## src/hdl/nfa_ewm_pkg.sv

```systemverilog
// ----------------------------------------------------------------------------
// nfa_ewm_pkg
// Constants, types and helpers of the epsilon-NFA word matcher.
// ----------------------------------------------------------------------------
`timescale 1ns / 1ps
`default_nettype none

package nfa_ewm_pkg;

   localparam int NUM_STATES    = 16;
   localparam int SYMBOL_BITS   = 8;
   localparam int STATE_BITS    = (NUM_STATES > 1) ? $clog2(NUM_STATES) : 1;
   localparam int ADDR_BITS     = SYMBOL_BITS + STATE_BITS;
   localparam int TABLE_DEPTH   = 1 << ADDR_BITS;
   localparam int EPSILON_LABEL = 64;

   // fixed field widths of the channels
   localparam int OPCODE_W   = 2;
   localparam int STATE_W    = 4;
   localparam int SYMBOL_W   = 8;
   localparam int SET_W      = 16;
   localparam int CSR_IDX_W  = 2;
   localparam int CSR_DATA_W = 16;

   typedef logic [NUM_STATES-1:0]  state_set_type;
   typedef logic [STATE_BITS-1:0]  state_idx_type;
   typedef logic [SYMBOL_BITS-1:0] sym_type;
   typedef logic [ADDR_BITS-1:0]   addr_type;
   typedef logic [OPCODE_W-1:0]    opcode_type;

   localparam opcode_type OP_ADD_TRANS  = 2'd0;
   localparam opcode_type OP_START_WORD = 2'd1;
   localparam opcode_type OP_SYMBOL     = 2'd2;
   localparam opcode_type OP_END_WORD   = 2'd3;

   localparam logic [CSR_IDX_W-1:0] CSR_HAS_START   = 2'd0;
   localparam logic [CSR_IDX_W-1:0] CSR_START_STATE = 2'd1;
   localparam logic [CSR_IDX_W-1:0] CSR_FINAL_MASK  = 2'd2;

   localparam sym_type EPS_SYM = SYMBOL_BITS'(EPSILON_LABEL);

   // controller to datapath
   typedef struct packed {
      logic clear_wr;    // write zero at the sweep counter, advance it
      logic capture;     // latch the incoming beat
      logic init_zero;   // accumulator <= 0, restart the scan
      logic init_start;  // accumulator <= start set, restart the scan
      logic scan_en;     // issue one table read per pending state
      logic scan_grow;   // closure mode: scan the growing accumulator
      logic rescan;      // clear the visited set
      logic commit;      // active set <= accumulator
      logic add_rd;      // read the entry of the captured transition
      logic add_wr;      // write the entry back with the new bit
      logic emit;        // load the result register
   } nfa_cmd_type;

   // datapath to controller
   typedef struct packed {
      logic clear_last;
      logic scan_idle;
      logic rsp_free;
   } nfa_status_type;

   function automatic logic state_in_range(input logic [STATE_W-1:0] f);
      return (int'(f) < NUM_STATES);
   endfunction

   function automatic state_idx_type state_idx(input logic [STATE_W-1:0] f);
      return STATE_BITS'(f);
   endfunction

   function automatic state_set_type state_bit(input state_idx_type i);
      return state_set_type'(1) << i;
   endfunction

endpackage

`default_nettype wire

```

## src/hdl/nfa_ewm_ctrl.sv

```systemverilog
// ----------------------------------------------------------------------------
// nfa_ewm_ctrl
// Sequencer: table sweep, transition insert, successor scan, closure, result.
// ----------------------------------------------------------------------------
`timescale 1ns / 1ps
`default_nettype none

module nfa_ewm_ctrl (
   input  logic                             clock,
   input  logic                             reset,
   input  logic                             req_valid,
   input  logic [nfa_ewm_pkg::OPCODE_W-1:0] req_opcode,
   output logic                             req_ready,
   input  nfa_ewm_pkg::nfa_status_type      status,
   output nfa_ewm_pkg::nfa_cmd_type         cmd
);

   localparam logic [2:0] ST_CLEAR  = 3'd0;
   localparam logic [2:0] ST_IDLE   = 3'd1;
   localparam logic [2:0] ST_ADD_RD = 3'd2;
   localparam logic [2:0] ST_ADD_WR = 3'd3;
   localparam logic [2:0] ST_SUCC   = 3'd4;
   localparam logic [2:0] ST_CLOS   = 3'd5;
   localparam logic [2:0] ST_EMIT   = 3'd6;

   logic [2:0] state_ff, state_in;
   logic       accept;

   assign req_ready = (state_ff == ST_IDLE);
   assign accept    = req_valid && req_ready;

   always_comb begin
      state_in = state_ff;
      cmd      = '0;
      unique case (state_ff)
         ST_CLEAR: begin
            cmd.clear_wr = 1'b1;
            if (status.clear_last) begin
               state_in = ST_IDLE;
            end
         end
         ST_IDLE: begin
            if (accept) begin
               cmd.capture = 1'b1;
               unique case (req_opcode)
                  nfa_ewm_pkg::OP_ADD_TRANS: state_in = ST_ADD_RD;
                  nfa_ewm_pkg::OP_START_WORD: begin
                     cmd.init_start = 1'b1;
                     state_in       = ST_CLOS;
                  end
                  nfa_ewm_pkg::OP_SYMBOL: begin
                     cmd.init_zero = 1'b1;
                     state_in      = ST_SUCC;
                  end
                  default: state_in = ST_EMIT;
               endcase
            end
         end
         ST_ADD_RD: begin
            cmd.add_rd = 1'b1;
            state_in   = ST_ADD_WR;
         end
         ST_ADD_WR: begin
            cmd.add_wr = 1'b1;
            state_in   = ST_IDLE;
         end
         ST_SUCC: begin
            cmd.scan_en = 1'b1;
            if (status.scan_idle) begin
               cmd.rescan = 1'b1;
               state_in   = ST_CLOS;
            end
         end
         ST_CLOS: begin
            cmd.scan_en   = 1'b1;
            cmd.scan_grow = 1'b1;
            if (status.scan_idle) begin
               cmd.commit = 1'b1;
               state_in   = ST_IDLE;
            end
         end
         ST_EMIT: begin
            if (status.rsp_free) begin
               cmd.emit = 1'b1;
               state_in = ST_IDLE;
            end
         end
         default: state_in = ST_IDLE;
      endcase
   end

   always_ff @(posedge clock) begin
      if (reset) begin
         state_ff <= ST_CLEAR;
      end else begin
         state_ff <= state_in;
      end
   end

endmodule

`default_nettype wire

```

## config.mk

```make
export PLATFORM = sky130hd
export DESIGN_NAME = nfa_ewm_ctrl
export DESIGN_NICKNAME = d
export VERILOG_FILES = /design/src/hdl/nfa_ewm_pkg.sv /design/src/hdl/nfa_ewm_ctrl.sv
export SDC_FILE = /design/constraint.sdc
export NUM_CORES = 1
export LEC_CHECK = 0
export BUFFER_PORTS_ARGS = -buffer_cell sky130_fd_sc_hd__buf_2
export CAP_MARGIN = 25
export CORE_AREA = 2 2 39 41
export DETAILED_ROUTE_END_ITERATION = 16
export DIE_AREA = 0 0 41 43
export PLACE_DENSITY = 0.58
export SETUP_SLACK_MARGIN = 0.4
export SLEW_MARGIN = 20
export SYNTH_ARGS = -nofsm -noshare
export SYNTH_HDL_FRONTEND = slang
export SYNTH_SLANG_ARGS = --single-unit
```

## constraint.sdc

```tcl
create_clock -name clock -period 2.9 [get_ports clock]
set_input_delay 0.29 -clock clock [delete_from_list [all_inputs] [get_ports clock]]
set_output_delay 0.29 -clock clock [all_outputs]
set_load 0.01 [all_outputs]
```

==> reports/metrics.yaml, run 1 <==
final_layout:
  regMostFlops: "state_ff"
  finalCoreUtilization_pct: 32.9
  largest_register_ff_count: 3
  area.growth.synth_to_final_pct: 32.4
  antenna_cells_inserted: 0
  reg.largest.list: "state_ff: 3 flops"
  layout.nets: 76
  drive_above_1_share_pct: 40.6
  nFillCells: 158
clocking:
  insertion_delay_of_the_later_clocked_pin_in_the_worst_skew_pair_ns: 0.23
  cts_hold_repair.buffers: 0
  cts_setup_buffers: 0
  number_of_buffers_inserted_during_clock_tree_synthesis: 3
  cts_htree_levels: 1
  resized_cells_post_cts: 0
  cts_tree: "yes"
  path_clk_slew_ns: 0.03
  ctsLongestPathBuffers: 2
  clock_sinks: 3
  root_buffer: "clkbuf_4"
floorplanning:
  floorplan.io_pins: 20
  fp.dieW_microns: 41
  floorplan.die_area_sq_um: 1760
  core_area_sq_um: 1380
  floorplan.initialDensity_pct: 24.9
  core_rows: 14
  fp.dieH_microns: 43
setup_path:
  worstPathCellList: "and4bb_2, and2_1, buf_2"
  critPathRequiredTime_ns: 2.61
  endpoint_kind: "output port"
  timing.critical_path.arrival_ns: 1.34
  crit_slowest_cell: "dfxtp_1"
  worstPathBufferInverterCount: 1
  worstSetupStartpointType: "register"
  critPathTopFamily: "flip-flops"
  crit_type: "reg2out"
  max_stage_delay_ns: 0.52
  critical_path_fanout_max: 10
route:
  drtIter0Drc: 2
  drcViolationCount: 0
  vias_per_cell: 4.41
  route.antenna.remaining_nets: 0
  total_number_of_vias: 353
  drt_pass1_iterations: 4
  routed_wirelength_microns: 754
  drt-wirelength-per-cell_microns: 9.43
synth:
  synth_warnings: 0
  synth_top_cells_by_area: "dfxtp_1 17%, ha_1 11%, nor2_1 7.6%"
  ys_ff_latch: 3
  synth_top_area_cell: "dfxtp_1"
  summed_instance_area_of_the_synthesized_netlist_sq_um: 344
  mapped_avg_cell_area_sq_um: 7.82
  post_synth_inst_count: 44
  synth_cell_types: 22
  synth.yosys.seq_area_share_pct: 17.5
  synth_largest_type_area_fraction_pct: 17.5
  synth.net_count: 55
power:
  switching_fraction_pct: 37.3
  max-vdd-ir-drop_v: 0.000187
  clock_power_share_pct: 29.8
  p_leak_nw: 0.248
  finalPower_mw: 0.243
  power_frac_seq_pct: 28.2
  p_per_area_nw_per_um2: 534
  p_switching_mw: 0.0909
  comb_power_share_pct: 42.0
  cell_internal_pwr_mw: 0.153
sta:
  max-slew-margin-rel_pct: 76.1
  timing.final.crit_share_pct: 56.3
  layout_min_cycle_time_ns: 1.63
  final-max-slew-violation-count: 0
  setup_tns_ns: 0
  maxClockFrequency_mhz: 613
  grt_setup_unrepaired: "no"
  worst-slew-pin-transition_ns: 0.358
  setup_violations_final: 0
  finalWorstSetupSlack_ns: 1.27
  whs_ns: 0.269
  final_hold_vios: 0
  clock_skew_ns: 0.00277
placement:
  numPortBuffers: 19
  pre_cts_slack_ns: 1.51
  placer_congestion_estimate: 0.717
  post-dp-hpwl_microns: 609
grt:
  global_route.usage.total_pct: 10.4
  globalRoute.totalOverflow: 0
  grt_start_max_net_pins: 11
  grt_antenna_before_repair: 0
  first_global_vias: 293
  grt_pass1_wl_mm: 1.21
flow_run:
  cap_viol_max_count: 0
worst_hold_path:
  holdCritPathClass: "in2reg"
outcome:
  outcome: "complete, no violations"
[final timing paths]
check,start,endpoint,slack (ns),cells past startpoint
setup reg to reg,state_ff[2],state_ff[0],1.56,3
hold reg to reg,state_ff[2],state_ff[2],0.63,2
setup / recovery,state_ff[1],cmd[8],1.27,3
hold / removal,reset,state_ff[2],0.27,2
[cells by family (layout without fill, tap and decap cells)]
family,Yosys count,count (layout),share of synthesized area [%]
and+or+nand+nor,21,21,37.5
buffers and inverters,9,29,15.3
AOI/OAI and AO/OA,6,6,11.6
adders and majority gates,3,3,10.9
DFF,3,3,17.5
muxes,2,2,7.27
[synth_stat cells]
master and count:
a211oi_1 1, a21oi_1 2, a22o_1 1, a32oi_1 1, and2_1 3, and4bb_2 1
buf_4 1, buf_6 2, dfxtp_1 3, ha_1 3, inv_1 6, mux2_4 1
mux2i_1 1, nand2_1 3, nand2b_1 1, nor2_1 7, nor2b_4 1, nor3_1 2
nor3b_1 1, nor3b_2 1, nor4bb_1 1, o21ai_0 1
[metrics by stage]
step / instance area [sq um] / cells
final: 455 / 80
after floorplan: 344 / 44
after detailed placement: 429 / 76
after global placement: 429 / 76
after CTS: 455 / 80
after global routing: 455 / 80
[power by group through the flow]
stage	registers [mW]	clock network (mW)	logic, mW
after global placement	0.0688	0	0.103
after CTS	0.0686	0.0757	0.103
after floorplan	0.0518	0	0.0957
final	0.0686	0.0725	0.102
after global routing	0.0716	0.0837	0.116
after detailed placement	0.0694	0	0.103
[layout make-up]
class	count	area (sq um)	share of cell area, %
timing repair buffer	19	95.1	20.9
inverter	6	22.5	4.95
clock buffer	4	26.3	5.77
tap	16	20.0	4.40
sequential	3	60.1	13.2
multi-input combinational	32	231	50.8
[layer usage]
metal  part of all wire, %  vias to the layer above  global-route usage [%]  wire length (microns)
li1                      -                      185                       -                      -
met1                    47                      151                    12.2                    354
met2                    42                       17                    14.1                    319
met3                    11                        0                    6.28                     80
met4                     0                        0                    6.00                      0
met5                     0                        -                       0                      0
[layout by cell type, fill, tap and decap left out]
master,count
nor3b_2,1
nor3b_1,1
ha_1,3
and4bb_2,1
inv_1,6
nor4bb_1,1
nand2_1,3
nor2_1,7
nor2b_4,1
nor3_1,2
clkbuf_4,3
a32oi_1,1
clkbuf_1,1
a22o_1,1
and2_1,3
o21ai_0,1
a211oi_1,1
buf_2,19
a21oi_1,2
nand2b_1,1
mux2i_1,1
dfxtp_1,3
mux2_4,1
(Power assumes the default switching activity.)
==> inputs of run 2 (changes only) <==
clock period = 1.65 ns   (was 2.9 ns; I/O delays follow)
==> reports/metrics.yaml, run 2 (synthesized netlist as in run 1, its figures left out) <==
outcome:
  outcome: "complete, no violations"
sta:
  timing.final.crit_share_pct: 80.8
  final-max-slew-violation-count: 0  # unchanged
  max-slew-margin-rel_pct: 79.7  # +3.6 points
  whs_ns: 0.140  # -0.128 ns
  layout_min_cycle_time_ns: 1.33
  setup_tns_ns: 0  # unchanged
  worst-slew-pin-transition_ns: 0.301  # -0.0577 ns
  grt_setup_unrepaired: "yes"
  finalWorstSetupSlack_ns: 0.317  # -0.951 ns
  final_hold_vios: 0  # unchanged
  setup_violations_final: 0  # unchanged
  maxClockFrequency_mhz: 750
  clock_skew_ns: 0.000351  # -0.00242 ns
grt:
  grt_antenna_before_repair: 0  # unchanged
  globalRoute.totalOverflow: 0  # unchanged
  grt_pass1_wl_mm: 1.35  # +11%
  global_route.usage.total_pct: 11.7  # +1.3 points
  first_global_vias: 330  # +13%
  grt_start_max_net_pins: 11  # unchanged
clocking:
  number_of_buffers_inserted_during_clock_tree_synthesis: 3  # unchanged
  clock_sinks: 3  # unchanged
  insertion_delay_of_the_later_clocked_pin_in_the_worst_skew_pair_ns: 0.23  # about the same
  root_buffer: "clkbuf_4"
  cts_htree_levels: 1  # unchanged
  ctsLongestPathBuffers: 2  # unchanged
  cts_tree: "yes"
  cts_hold_repair.buffers: 0  # unchanged
  path_clk_slew_ns: 0.04  # about the same
floorplanning:
  floorplan.io_pins: 20  # unchanged
  floorplan.die_area_sq_um: 1760  # unchanged
  floorplan.initialDensity_pct: 24.9  # unchanged
  core_rows: 14  # unchanged
  core_area_sq_um: 1380  # unchanged
  fp.dieW_microns: 41  # unchanged
  fp.dieH_microns: 43  # unchanged
route:
  route.antenna.remaining_nets: 0  # unchanged
  drcViolationCount: 0  # unchanged
  drt_pass1_iterations: 2  # -2
  drtIter0Drc: 4  # +2
  vias_per_cell: 4.59  # +4.1%
  total_number_of_vias: 395  # +12%
  drt-wirelength-per-cell_microns: 10.5  # +12%
  routed_wirelength_microns: 906  # +20%
final_layout:
  largest_register_ff_count: 3  # unchanged
  layout.nets: 82  # +7.9%
  regMostFlops: "state_ff"
  drive_above_1_share_pct: 58.6  # +18 points
  reg.largest.list: "state_ff: 3 flops"
  antenna_cells_inserted: 0  # unchanged
  finish.instance_area_sq_um: 566  # +24%
  layout.cells.most_common_list: "15 x buf_2, 7 x nor2_1, 6 x buf_6"
  final_common_cell: "buf_2"
  area.growth.synth_to_final_pct: 64.4
flow_run:
  cap_viol_max_count: 0  # unchanged
placement:
  post-dp-hpwl_microns: 591  # -2.9%
  postPlaceCellArea_sq_um: 429  # unchanged
  placer_congestion_estimate: 0.689  # -3.9%
  pre_cts_slack_ns: 0.260  # -1.25 ns
  numPortBuffers: 19  # unchanged
power:
  finalPower_mw: 0.500  # +110%
  max-vdd-ir-drop_v: 0.000442  # +140%
  p_leak_nw: 0.292  # +18%
  p_per_area_nw_per_um2: 885  # +66%
worst_hold_path:
  hp-start: "reset"
  min_to: "state_ff[2]"
  holdCritPathClass: "in2reg"
  min_delay_path_depth: 2  # unchanged
setup_path:
  worstSetupStartpointType: "register"
  endpoint_kind: "output port"
  critical_path_fanout_max: 10  # unchanged
  timing.rr.start: "state_ff[1]"
  timing.critical_path.arrival_ns: 1.17  # -0.17 ns
  crit_type: "reg2out"
  timing.rr.end: "state_ff[0]"
  timing.reg2reg.setup_slack_ns: 0.39  # -1.17 ns
  reg2reg_depth: 4  # +1
  critPathRequiredTime_ns: 1.48  # -1.13 ns
## run 2: power breakdown
group | leakage [nW] | switching [mW] | internal, mW
clock network | 0.0150 | 0.0409 | 0.0908
registers | 0.0267 | 0.0317 | 0.0923
logic | 0.251 | 0.109 | 0.136
total | 0.292 | 0.181 | 0.319
## run 2: what timing repair did
item / 4_1_cts / 5_1_grt
endpoints found under the setup margin: 12 / 13
endpoints found under the hold margin: 0 / 0
resized for setup: 7 / 12
pin swaps: 5 / 2
setup buffers: 6 / 0
## run 2: how the worst max path moves through the flow
| stage | from | to | slack, ns | depth (start not counted) |
|---|---|---|---|---|
| after CTS | state_ff[2] | cmd[7] | 0.31 | 3 |
| after global routing | state_ff[2] | cmd[8] | 0.25 | 3 |
| final | state_ff[0] | cmd[7] | 0.32 | 3 |
| after detailed placement | state_ff[1] | state_ff[0] | 0.26 | 3 |
| after floorplan | state_ff[1] | state_ff[0] | 0.44 | 4 |
| after global placement | state_ff[1] | state_ff[0] | 0.26 | 3 |
## run 2: metal layers
layer  share of wire (%)  global-route usage [%]  wire (microns)
met5                   0                       0               0
met4                   0                    2.00               0
met3                  10                    9.42              95
met2                  46                    18.1             420
met1                  43                    12.1             390
## run 2: through the flow
step	util [%]	instances
global placement	31.0	76
floorplan	-	44
CTS	37.4	86
global route	40.9	86
finish	40.9	86
detailed placement	31.0	76
## run 2: layout make-up
class | instances | area [sq um]
multi-input cells | 32 | 253
repair buffers | 25 | 173
inverters | 6 | 22.5
clock buffers | 4 | 26.3
fillers | 149 | 818
well taps | 16 | 20.0
flip-flops and latches | 3 | 71.3
## run 2: worst max-delay path, stage by stage (launching register included)
cell and delay (ns):
dfxtp_4 0.40, and4bb_2 0.29, and2_4 0.15, buf_6 0.09
